==> src/hdl/pta_pkg.sv <==
// ----------------------------------------------------------------------------
// pta_pkg
// Shared widths, fixed-point constants, types and state codes for the
// peak-tracking AGC.
// ----------------------------------------------------------------------------
package pta_pkg;

    // sample and result formats
    localparam int SAMPLE_BITS  = 16;              // signed Q1.(SAMPLE_BITS-1)
    localparam int OUT_BITS     = 16;              // signed Q2.14
    localparam int OUT_FRAC     = 14;
    localparam int PEAK_BITS    = 32;              // signed Q1.31
    localparam int REL_BITS     = 32;              // unsigned Q0.32
    localparam int PROD_BITS    = PEAK_BITS + REL_BITS;
    localparam int SAMPLE_SHIFT = PEAK_BITS - SAMPLE_BITS;

    // divider: quotient carries one bit more than the output width
    localparam int QUO_BITS     = OUT_BITS + 1;
    localparam int CNT_BITS     = $clog2(QUO_BITS);
    localparam int REM_SHIFT    = PEAK_BITS + OUT_FRAC - SAMPLE_BITS - QUO_BITS;

    localparam logic [QUO_BITS-1:0] NEG_LIMIT = QUO_BITS'(1) << (OUT_BITS - 1);
    localparam logic [QUO_BITS-1:0] POS_LIMIT = NEG_LIMIT - QUO_BITS'(1);
    localparam logic signed [OUT_BITS-1:0] OUT_MAX = {1'b0, {(OUT_BITS-1){1'b1}}};
    localparam logic signed [OUT_BITS-1:0] OUT_MIN = {1'b1, {(OUT_BITS-1){1'b0}}};

    // request queue between front and back
    localparam int QUEUE_DEPTH = 2;
    localparam int QPTR_BITS   = $clog2(QUEUE_DEPTH);
    localparam int QCNT_BITS   = $clog2(QUEUE_DEPTH + 1);

    // register port
    localparam int   PADDR_BITS      = 3;
    localparam int   PDATA_BITS      = 32;
    localparam logic REG_RELEASE_IDX = 1'b0;
    localparam logic [REL_BITS-1:0] RELEASE_RESET = {REL_BITS{1'b1}};

    typedef struct packed {
        logic signed [SAMPLE_BITS-1:0] sample;
        logic        [SAMPLE_BITS-1:0] mag;
        logic                          neg;
        logic                          block_end;
    } t_item;

    typedef struct packed {
        logic  valid;
        t_item item;
    } t_q_head;

    typedef enum logic [2:0] {
        ST_IDLE,
        ST_MUL,
        ST_UPD,
        ST_CHK,
        ST_DIV,
        ST_DONE
    } t_back_state;

endpackage

==> src/hdl/peak_tracking_agc.sv <==
// Peak-tracking AGC: each envelope sample updates a peak level with instant
// attack and exponential release (peak = max(sample, peak * release)), the
// first sample after reset seeding the peak, and the sample divided by that
// peak comes out as signed Q2.14, saturated, or zero when the peak is not
// positive. The block works on one sample at a time; a two-entry input queue
// and an output register keep both handshakes moving. A sample goes from the
// head of the queue to the output register through a fetch, the 32x32 decay
// multiply, the peak update, the range check and the bit-per-cycle restoring
// divider, then a hand-off. Samples that need no division skip the divider:
// a non-positive peak goes from the peak update to the hand-off (no range
// check), a saturating quotient from the range check. The release factor is
// written through the APB port at byte address 0 while the block is idle; the
// user must keep to this, as the block itself does not enforce it.
// ----------------------------------------------------------------------------
// peak_tracking_agc
// Top level: release register on the APB port, front queue and back end.
// ----------------------------------------------------------------------------
module peak_tracking_agc (
    input  logic                                   i_clk,
    input  logic                                   i_rst_n,
    input  logic                                   i_valid,
    output logic                                   o_stall,
    input  logic signed [pta_pkg::SAMPLE_BITS-1:0] i_envelope_sample,
    input  logic                                   i_block_end,
    output logic                                   o_valid,
    input  logic                                   i_stall,
    output logic signed [pta_pkg::OUT_BITS-1:0]    o_normalized_sample,
    output logic                                   o_last_in_block,
    input  logic                                   psel,
    input  logic                                   penable,
    input  logic                                   pwrite,
    input  logic [pta_pkg::PADDR_BITS-1:0]         paddr,
    input  logic [pta_pkg::PDATA_BITS-1:0]         pwdata,
    output logic [pta_pkg::PDATA_BITS-1:0]         prdata,
    output logic                                   pready
);
    import pta_pkg::*;

    logic [REL_BITS-1:0] r_release;
    logic                w_reg_hit;
    t_q_head             w_head;
    logic                w_pop;

    assign pready    = 1'b1;
    assign w_reg_hit = (paddr[PADDR_BITS-1] == REG_RELEASE_IDX);
    assign prdata    = w_reg_hit ? PDATA_BITS'(r_release) : '0;

    always_ff @(posedge i_clk) begin
        if (!i_rst_n) begin
            r_release <= RELEASE_RESET;
        end else if (psel && penable && pwrite && pready && w_reg_hit) begin
            r_release <= REL_BITS'(pwdata);
        end
    end

    pta_front u_front (
        .i_clk             (i_clk),
        .i_rst_n           (i_rst_n),
        .i_valid           (i_valid),
        .o_stall           (o_stall),
        .i_envelope_sample (i_envelope_sample),
        .i_block_end       (i_block_end),
        .o_head            (w_head),
        .i_pop             (w_pop)
    );

    pta_back u_back (
        .i_clk               (i_clk),
        .i_rst_n             (i_rst_n),
        .i_head              (w_head),
        .o_pop               (w_pop),
        .i_release           (r_release),
        .o_valid             (o_valid),
        .i_stall             (i_stall),
        .o_normalized_sample (o_normalized_sample),
        .o_last_in_block     (o_last_in_block)
    );

endmodule

==> src/hdl/pta_front.sv <==
// ----------------------------------------------------------------------------
// pta_front
// Accepts input requests, splits each sample into sign and magnitude and
// holds them in a short queue for the back end.
// ----------------------------------------------------------------------------
module pta_front (
    input  logic                                   i_clk,
    input  logic                                   i_rst_n,
    input  logic                                   i_valid,
    output logic                                   o_stall,
    input  logic signed [pta_pkg::SAMPLE_BITS-1:0] i_envelope_sample,
    input  logic                                   i_block_end,
    output pta_pkg::t_q_head                       o_head,
    input  logic                                   i_pop
);
    import pta_pkg::*;

    t_item                r_mem [QUEUE_DEPTH];
    logic [QPTR_BITS-1:0] r_wr_ptr;
    logic [QPTR_BITS-1:0] r_rd_ptr;
    logic [QCNT_BITS-1:0] r_count;
    t_item                w_item;
    logic                 w_push;
    logic                 w_pop;

    always_comb begin
        w_item.sample    = i_envelope_sample;
        w_item.neg       = i_envelope_sample[SAMPLE_BITS-1];
        w_item.mag       = w_item.neg ? SAMPLE_BITS'(-i_envelope_sample)
                                      : SAMPLE_BITS'(i_envelope_sample);
        w_item.block_end = i_block_end;
    end

    assign o_stall      = (r_count == QCNT_BITS'(QUEUE_DEPTH));
    assign w_push       = i_valid && !o_stall;
    assign w_pop        = i_pop && (r_count != '0);
    assign o_head.valid = (r_count != '0);
    assign o_head.item  = r_mem[r_rd_ptr];

    always_ff @(posedge i_clk) begin
        if (w_push) begin
            r_mem[r_wr_ptr] <= w_item;
        end
    end

    always_ff @(posedge i_clk) begin
        if (!i_rst_n) begin
            r_wr_ptr <= '0;
            r_rd_ptr <= '0;
            r_count  <= '0;
        end else begin
            if (w_push) begin
                r_wr_ptr <= r_wr_ptr + QPTR_BITS'(1);
            end
            if (w_pop) begin
                r_rd_ptr <= r_rd_ptr + QPTR_BITS'(1);
            end
            unique case ({w_push, w_pop})
                2'b10:   r_count <= r_count + QCNT_BITS'(1);
                2'b01:   r_count <= r_count - QCNT_BITS'(1);
                default: r_count <= r_count;
            endcase
        end
    end

endmodule

==> src/hdl/pta_back.sv <==
// ----------------------------------------------------------------------------
// pta_back
// Peak update (decay multiply, max against the sample) and a restoring
// divider that forms sample / peak, then a registered output stage.
// ----------------------------------------------------------------------------
module pta_back (
    input  logic                                i_clk,
    input  logic                                i_rst_n,
    input  pta_pkg::t_q_head                    i_head,
    output logic                                o_pop,
    input  logic [pta_pkg::REL_BITS-1:0]        i_release,
    output logic                                o_valid,
    input  logic                                i_stall,
    output logic signed [pta_pkg::OUT_BITS-1:0] o_normalized_sample,
    output logic                                o_last_in_block
);
    import pta_pkg::*;

    t_back_state r_state;
    t_back_state n_state;

    t_item                       r_item;
    logic signed [PEAK_BITS-1:0] r_peak;
    logic                        r_seeded;
    logic signed [PROD_BITS-1:0] r_prod;
    logic        [PEAK_BITS-1:0] r_rem;
    logic        [QUO_BITS-1:0]  r_quo;
    logic        [CNT_BITS-1:0]  r_cnt;
    logic                        r_zero;
    logic                        r_sat;
    logic                        r_out_valid;
    logic signed [OUT_BITS-1:0]  r_out_sample;
    logic                        r_out_last;

    logic signed [PEAK_BITS-1:0]   w_s31;
    logic signed [PEAK_BITS-1:0]   w_base;
    logic signed [REL_BITS:0]      w_rel;
    logic signed [PROD_BITS:0]     w_prod;
    logic signed [PEAK_BITS-1:0]   w_decayed;
    logic signed [PEAK_BITS-1:0]   w_new_peak;
    logic                          w_peak_pos;
    logic        [PEAK_BITS-1:0]   w_init_rem;
    logic                          w_sat;
    logic        [PEAK_BITS:0]     w_rem2;
    logic        [PEAK_BITS:0]     w_diff;
    logic                          w_qbit;
    logic                          w_div_last;
    logic signed [OUT_BITS-1:0]    w_result;
    logic                          w_out_load;

    // datapath terms
    assign w_s31      = $signed({r_item.sample, {SAMPLE_SHIFT{1'b0}}});
    assign w_base     = r_seeded ? r_peak : w_s31;
    assign w_rel      = $signed({1'b0, i_release});
    assign w_prod     = w_base * w_rel;
    // arithmetic shift gives the floor of the product
    assign w_decayed  = r_prod[PROD_BITS-1:REL_BITS];
    assign w_new_peak = (w_s31 > w_decayed) ? w_s31 : w_decayed;
    assign w_peak_pos = !w_new_peak[PEAK_BITS-1] && (w_new_peak != '0);
    assign w_init_rem = PEAK_BITS'(r_item.mag) << REM_SHIFT;
    assign w_sat      = (w_init_rem >= r_peak);
    assign w_rem2     = {r_rem, 1'b0};
    assign w_diff     = w_rem2 - {1'b0, r_peak};
    assign w_qbit     = !w_diff[PEAK_BITS];
    assign w_div_last = (r_cnt == CNT_BITS'(QUO_BITS - 1));

    always_comb begin
        priority if (r_zero) begin
            w_result = '0;
        end else if (r_item.neg) begin
            if (r_sat || (r_quo > NEG_LIMIT)) begin
                w_result = OUT_MIN;
            end else begin
                w_result = OUT_BITS'(-r_quo);
            end
        end else begin
            if (r_sat || (r_quo > POS_LIMIT)) begin
                w_result = OUT_MAX;
            end else begin
                w_result = OUT_BITS'(r_quo);
            end
        end
    end

    // next state
    always_comb begin
        n_state = r_state;
        unique case (r_state)
            ST_IDLE: if (i_head.valid) n_state = ST_MUL;
            ST_MUL:  n_state = ST_UPD;
            ST_UPD:  n_state = w_peak_pos ? ST_CHK : ST_DONE;
            ST_CHK:  n_state = w_sat ? ST_DONE : ST_DIV;
            ST_DIV:  if (w_div_last) n_state = ST_DONE;
            ST_DONE: if (w_out_load) n_state = ST_IDLE;
            default: n_state = ST_IDLE;
        endcase
    end

    // state outputs
    always_comb begin
        o_pop      = 1'b0;
        w_out_load = 1'b0;
        unique case (r_state)
            ST_IDLE: o_pop      = i_head.valid;
            ST_DONE: w_out_load = !r_out_valid || !i_stall;
            default: ;
        endcase
    end

    always_ff @(posedge i_clk) begin
        if (!i_rst_n) begin
            r_state     <= ST_IDLE;
            r_peak      <= '0;
            r_seeded    <= 1'b0;
            r_out_valid <= 1'b0;
        end else begin
            r_state <= n_state;
            if (r_state == ST_UPD) begin
                r_peak   <= w_new_peak;
                r_seeded <= 1'b1;
            end
            if (w_out_load) begin
                r_out_valid <= 1'b1;
            end else if (!i_stall) begin
                r_out_valid <= 1'b0;
            end
        end
    end

    always_ff @(posedge i_clk) begin
        unique case (r_state)
            ST_IDLE: begin
                if (o_pop) begin
                    r_item <= i_head.item;
                end
            end
            ST_MUL: r_prod <= w_prod[PROD_BITS-1:0];
            ST_UPD: begin
                r_zero <= !w_peak_pos;
                r_sat  <= 1'b0;
                r_rem  <= w_init_rem;
                r_quo  <= '0;
                r_cnt  <= '0;
            end
            ST_CHK: r_sat <= w_sat;
            ST_DIV: begin
                // one quotient bit per cycle, restore on a negative trial
                r_rem <= w_qbit ? w_diff[PEAK_BITS-1:0] : w_rem2[PEAK_BITS-1:0];
                r_quo <= {r_quo[QUO_BITS-2:0], w_qbit};
                r_cnt <= r_cnt + CNT_BITS'(1);
            end
            ST_DONE: begin
                if (w_out_load) begin
                    r_out_sample <= w_result;
                    r_out_last   <= r_item.block_end;
                end
            end
            default: ;
        endcase
    end

    assign o_valid             = r_out_valid;
    assign o_normalized_sample = r_out_sample;
    assign o_last_in_block     = r_out_last;

endmodule

==> config.mk <==
export PLATFORM = sky130hd
export DESIGN_NAME = peak_tracking_agc
export DESIGN_NICKNAME = d
export VERILOG_FILES = /design/src/hdl/pta_pkg.sv /design/src/hdl/peak_tracking_agc.sv /design/src/hdl/pta_front.sv /design/src/hdl/pta_back.sv
export SDC_FILE = /design/constraint.sdc
export NUM_CORES = 2
export LEC_CHECK = 0
export BUFFER_PORTS_ARGS = -buffer_cell sky130_fd_sc_hd__buf_2
export CAP_MARGIN = 25
export CORE_MARGIN = 2
export CORE_UTILIZATION = 60
export CTS_CLUSTER_SIZE = 30
export DETAILED_ROUTE_END_ITERATION = 6
export PLACE_DENSITY = 0.77
export SYNTH_ARGS = -nofsm -noshare
export SYNTH_HDL_FRONTEND = slang
export SYNTH_SLANG_ARGS = --single-unit
export TNS_END_PERCENT = 30
==> constraint.sdc <==
create_clock -name i_clk -period 15.1 [get_ports i_clk]
set_clock_uncertainty 0.2 [all_clocks]
set_input_delay 1.51 -clock i_clk [delete_from_list [all_inputs] [get_ports i_clk]]
set_output_delay 1.51 -clock i_clk [all_outputs]
set_load 0.01 [all_outputs]
Word-level counts from Yosys, hierarchy flattened
Memories as Yosys holds them, arrays and structs flattened. A register that Yosys moved wholly into a read port is not among the register bits.
Index checks and enable logic that the tools add are counted.

word-level totals
  bits in registers = 210
  bits in writable memories = 68
  input bits = 59
  output and inout port bits = 52
  memories kept = 1

operators by class
  $add $sub $neg = 8
  multiply operators = 1
  order comparisons = 4
  equal/unequal tests = 13
  muxes and demuxes = 25
  bitwise logic cells = 1
  reductions and logical operators = 24

memory list
  memory         words  bits a word  rd ports  clocked after Yosys merged registers in  write ports  RTL line         source
  u_front.r_mem  2      34           1         1                                        1            pta_front.sv:18  t_item r_mem [QUEUE_DEPTH];

operators with widths
  operator              number
  $mux 32               4
  $mul 32x33->64        1
  $mux 16               4
  $pmux 32 s2           1
  $pmux 17 s2           1
  $sub 33x32->33        1
  $ge 29x32->1          1
  $gt 32x32->1          1
  $neg 16->16           2
  $reduce_bool 32->1    1
  $pmux 3 s6            1
  $gt 17x15->1 const B  1
  $gt 17x16->1 const B  1
  $mux 3                4
  $pmux 5 s2            1
  $ne 2x1->1 const B    4
  $reduce_bool 2->1     4
  $mux 1                7
  $eq 3x2->1 const B    2
  $eq 3x3->1 const B    2
  $logic_and 1x1->1     6
  $logic_not 1->1       6
  $add 5x1->5 const B   1
  $eq 5x5->1 const B    1
  other kinds (13)      18

Longest topological paths before layout
  depth in word-level cells = 6
  gate-level depth with buffers = 30

Cells and area by module
A second synthesis with hierarchy kept.

second synthesis, totals
  cell total of the unflattened synthesis = 4906
  area, all modules = 47270.3 µm²

modules (own cells, without submodules)
  module             instances  cells each  area an instance (µm²)  seq. area each (µm²)
  pta_back           1          4555        42679.7                 4914.7
  pta_front          1          174         2892.8                  2021.9
  peak_tracking_agc  1          177         1697.9                  640.6

Worst setup path before layout
No wires, ideal clock.

  path type = reg2reg
  start point = reg u_back.r_seeded
  end point = reg u_back.r_prod[51] (data pin)
  setup time = 263 ps
  arrival = 7950 ps
  required time = 14637 ps
  slack = 6687 ps
  cell stages (with the launch flop) = 29
  period minus slack after synthesis = 8413 ps
  path through = dfxtp_1 -> clkbuf_1 -> clkbuf_1 -> mux2_2 -> clkbuf_1 -> and2_1 -> fa_1 -> inv_1 -> fa_1 -> inv_1 -> fa_1 -> inv_1 -> fa_1 -> inv_1 -> fa_1 -> fa_1 -> fa_1 -> fa_1 -> ha_1 -> nand4_1 -> nor4_2 -> nand3_1 -> o211ai_2 -> o21ai_1 -> o41ai_1 -> a21oi_1 -> o21ai_1 -> a21oi_1 -> xnor2_1

between the ends
  cells in the longest elaborated chain, start to end = 2

RTL lines
  item                         RTL line         source
  from (decl)                  pta_back.sv:24   logic r_seeded;
  from (signal assigned)       pta_back.sv:114  r_seeded <= 1'b0;
  from (signal assigned)       pta_back.sv:120  r_seeded <= 1'b1;
  $mux 32                      pta_back.sv:53   assign w_base = r_seeded ? r_peak : w_s31;
  $mul 32x33->64               pta_back.sv:55   assign w_prod = w_base * w_rel;
  named net u_back.w_prod[51]  pta_back.sv:38   logic signed [PROD_BITS:0] w_prod;
  to (signal assigned)         pta_back.sv:137  ST_MUL: r_prod <= w_prod[PROD_BITS-1:0];
  to (decl)                    pta_back.sv:25   logic signed [PROD_BITS-1:0] r_prod;

The timed path passes the listed nets, and every way through them passes these cells.
A chain may end at the register's enable or synchronous reset.

Final worst setup path
  start point = reg u_back.r_seeded
  end point = reg u_back.r_prod[63] (data pin)

The elaborated chain is that of the path after synthesis.

==> PnR_summary.wiki <==
{| class="wikitable"
! Metric !! Value
|-
| Via count of the first global-routing pass || 37700
|-
| Required arrival time at the worst endpoint || 15.21 ns
|-
| Die span in x || 284 um
|-
| Routed Wire Length || 126 mm
|-
| Number of placement rows || 102
|-
| Area of the die || 80700 um^2
|-
| Starting density of the core || 60.6%
|-
| Number of antenna violations at the first check in global routing || 7
|-
| CP Class || flop to flop
|-
| Critical path startpoint category || flop
|-
| Final Non-Filler Cells || 5894
|-
| Maximum buffer depth of the clock tree || 3
|-
| Endpoint class of the critical path || flop
|-
| Clock insertion delay at the later pin of the skew report || 0.57 ns
|-
| Count of warnings emitted by yosys || 0
|-
| Total core area || 77600 um^2
|-
| Final setup violation count || 0
|-
| Count of pins on the block boundary || 111
|-
| Vias post-DR || 35300
|-
| Cts bufs inserted || 34
|-
| Fraction of the yosys area taken by sequential cells || 15.9%
|-
| Avg Cell Area, Syn || 9.57 um^2
|-
| Filler Cells Inserted || 6248
|-
| Sink count of the clock tree || 274
|-
| Largest net degree at the start of global routing || 135
|-
| Register cell area after layout || 7510 um^2
|-
| CTS tree || yes
|-
| Syn Std Cell Area || 47100 um^2
|-
| Number of max-cap violations || 0
|-
| Wire length of the first global-routing pass || 203 mm
|-
| Worst path max stage delay || 1.18 ns
|-
| Nets@finish || 6136
|-
| Ratio of cells with drive above 1 in the final layout || 6.93%
|-
| Maximum clock frequency || 96.3 MHz
|-
| CTS Root Cell || sky130_fd_sc_hd__clkbuf_16
|-
| Post-CTS Repair Setup Buffers || 0
|-
| Global-route congestion overflow total || 0
|-
| Post-DR wirelength/cell || 21.4 um
|-
| Share of the cycle needed by the critical path after routing || 68.7%
|-
| Maximum fanout encountered on the critical timing path || 134
|-
| Clock-pin slew on the worst setup and hold paths || 0.06 ns
|-
| Slew Limit Fails || 0
|-
| Worst Max-Slew Pin Slew || 1.40 ns
|-
| Gate count of the mapped netlist || 4918
|-
| Top flip-flop cell by instance count after synthesis || sky130_fd_sc_hd__edfxtp_1
|-
| Number of instances resized during post-cts repair || 0
|-
| Final sum of negative setup slack || 0 ns
|-
| Syn-to-layout area delta || 5.06%
|-
| Vertical die dimension || 284 um
|-
| # H-tree levels || 2
|-
| Port Buf Inserts || 107
|-
| Violation count after the first detailed-route iteration || 3398
|-
| Distinct cell type count after synthesis || 85
|-
| Tmin final || 10.38 ns
|-
| Post-Place Cells || 5828
|-
| DRT Pass-1 Iters || 6
|-
| Number of vias per cell || 6.00
|-
| Antenna Violating Nets Remaining || 0
|-
| Placer congestion estimate || 0.945
|-
| Number of enable flip-flop cells after synthesis || 201
|-
| Worst slew margin || 6.90%
|-
| Post-synthesis async set-or-reset flop share || 0%
|-
| Result of the run || finished, final reports clean
|-
| Number of register bits inferred by synthesis || 274
|-
| DRC violations left || 0
|-
| Chain of cells forming the critical path || buf_4, and3_1, fa_1, fa_1, inv_1, fa_1, fa_1, inv_1, fa_1, fa_1, fa_1, fa_1, ha_1, a211oi_1, o311ai_0, a221oi_1, nor2_1, nor3_2, o2111ai_2, a31oi_2, a21oi_1, a41oi_1, xnor2_1
|-
| WP data arrival || 10.49 ns
|-
| RSZ-0062 raised after global routing || no
|-
| Area taken by multi-input logic gates || 34900 um^2
|-
| Slowest cell on the critical path || sky130_fd_sc_hd__a221oi_1
|-
| Hold WC Path Type || flop to flop
|-
| Final hold viol count || 0
|-
| HPWL after detailed placement || 89.2 mm
|-
| Global-route total usage across every layer || 32.2%
|-
| Number of hold buffers added after CTS || 0
|-
| Cell type with the highest occurrence count on the critical path || sky130_fd_sc_hd__fa_1
|-
| Synthesized net count || 6230
|}
-- worst paths after layout --
kind / startpoint / slack (ns) / cells past startpoint / endpoint
max: u_back.r_seeded$_SDFFE_PN0P_ / 4.72 / 23 / u_back.r_prod[63]$_DFFE_PP_
min: u_back.r_item[0]$_DFFE_PP_ / 0.23 / 0 / u_back.o_last_in_block$_DFFE_PP_
max reg2reg: u_back.r_seeded$_SDFFE_PN0P_ / 4.72 / 23 / u_back.r_prod[63]$_DFFE_PP_
min reg2reg: u_back.r_item[0]$_DFFE_PP_ / 0.23 / 0 / u_back.o_last_in_block$_DFFE_PP_
-- sequential cells by signal (all words and copies together) (netlist names), 2 cells and up --
signal	flops
u_back.r_rem	32
u_back.r_cnt	5
u_back.r_peak	32
u_back.r_state	3
u_back.o_normalized_sample	16
u_back.r_prod	32
u_front.r_mem	64
r_release	32
u_back.r_quo	17
u_front.r_count	2
u_back.r_item	32
-- per-layer routing --
metal / routed length [um] / track usage (%)
met5: 15 / 0
met4: 7440 / 16.0
met3: 12300 / 6.99
met2: 60300 / 53.2
met1: 46000 / 40.1
-- cell families after synthesis --
logic type | share of synthesized area (%)
other | 0.00797
AO/OA/AOI/OAI | 5.38
buffers and inverters | 9.99
XOR/XNOR | 1.51
multiplexers | 1.87
AND/OR/NAND/NOR | 17.7
flip-flops | 15.9
adder cells (fa/ha/maj) | 47.6
-- area by class of cell --
cell class,count,area share (%)
multi-input combinational,3397,70.6
sequential,274,15.2
inverter,939,7.13
tap,1040,2.63
timing repair buffer,178,2.16
clock buffer,40,1.81
clock inverter,22,0.466
antenna,4,0.0202
-- worst max-delay path: cells and delay by family, from the launching register on --
kind / cells / cell delay [ns]
AO/OA/AOI/OAI: 7 / 2.72
adder cells (fa/ha/maj): 9 / 4.24
AND/OR/NAND/NOR: 3 / 0.88
XOR/XNOR: 1 / 0.11
flip-flops: 1 / 0.87
buffers and inverters: 3 / 0.99
-- synthesized netlist by cell type (all sizes together), types with 3 or more instances --
cell | n | area, um^2
a21boi | 20 | 150
o31ai | 5 | 37.5
mux2 | 47 | 529
or4 | 5 | 37.5
o211a | 18 | 180
mux2i | 35 | 350
o21a | 20 | 150
xor2 | 27 | 236
nor3 | 27 | 150
and4 | 6 | 52.6
nand4 | 27 | 169
clkbuf | 301 | 1130
fa | 897 | 18000
or3 | 10 | 77.6
buf | 7 | 47.5
inv | 938 | 3520
o22a | 11 | 100
a2111oi | 4 | 41.3
a211oi | 12 | 90.1
or2 | 20 | 125
o21ai | 68 | 344
and3 | 400 | 2500
a21o | 41 | 308
a211o | 3 | 26.3
nand3 | 82 | 415
nor2b | 72 | 450
a21oi | 97 | 485
and2 | 230 | 1440
nor4b | 3 | 26.3
nand2b | 15 | 93.8
nand2 | 540 | 2030
a31oi | 9 | 62.6
nor4 | 17 | 113
o21bai | 7 | 52.6
nor3b | 4 | 30.0
o211ai | 25 | 193
nand4b | 4 | 35.0
nor2 | 140 | 528
a221oi | 4 | 35.0
edfxtp | 201 | 6040
ha | 356 | 4450
a31o | 3 | 26.3
dfxtp | 73 | 1460
xnor2 | 54 | 473
-- placed cells by master, fill, tap and decap left out, types with 47 or more instances in the layout --
cell / netlist / final
sky130_fd_sc_hd__edfxtp_1: 201 / 201
sky130_fd_sc_hd__fa_1: 897 / 897
sky130_fd_sc_hd__buf_4: 3 / 71
sky130_fd_sc_hd__nor2_1: 139 / 138
sky130_fd_sc_hd__nor2b_1: 72 / 72
sky130_fd_sc_hd__mux2_2: 47 / 47
sky130_fd_sc_hd__xnor2_1: 54 / 54
sky130_fd_sc_hd__nand2_1: 539 / 538
sky130_fd_sc_hd__inv_1: 937 / 937
sky130_fd_sc_hd__buf_2: 2 / 107
sky130_fd_sc_hd__dfxtp_1: 73 / 66
sky130_fd_sc_hd__and2_1: 227 / 227
sky130_fd_sc_hd__nand3_1: 81 / 81
sky130_fd_sc_hd__and3_1: 400 / 400
sky130_fd_sc_hd__o21ai_0: 64 / 64
sky130_fd_sc_hd__a21oi_1: 97 / 97
sky130_fd_sc_hd__ha_1: 356 / 356
-- metrics by stage --
stage / hold slack, ns / area (um^2) / utilization, % / setup WS (ns)
6_report: 0.227 / 49400 / 63.7 / 4.72
5_1_grt: 0.251 / 49400 / 63.7 / 4.44
4_1_cts: 0.232 / 49400 / 63.7 / 5.24
3_5_place_dp: 0.218 / 48300 / 62.2 / 5.29
3_3_place_gp: 0.201 / 48300 / 62.2 / 5.32
2_1_floorplan: 0.200 / 47100 / - / 6.69
Power is not shown: default switching activity piles up to over one toggle a cycle in this logic, so the estimate is an artifact.
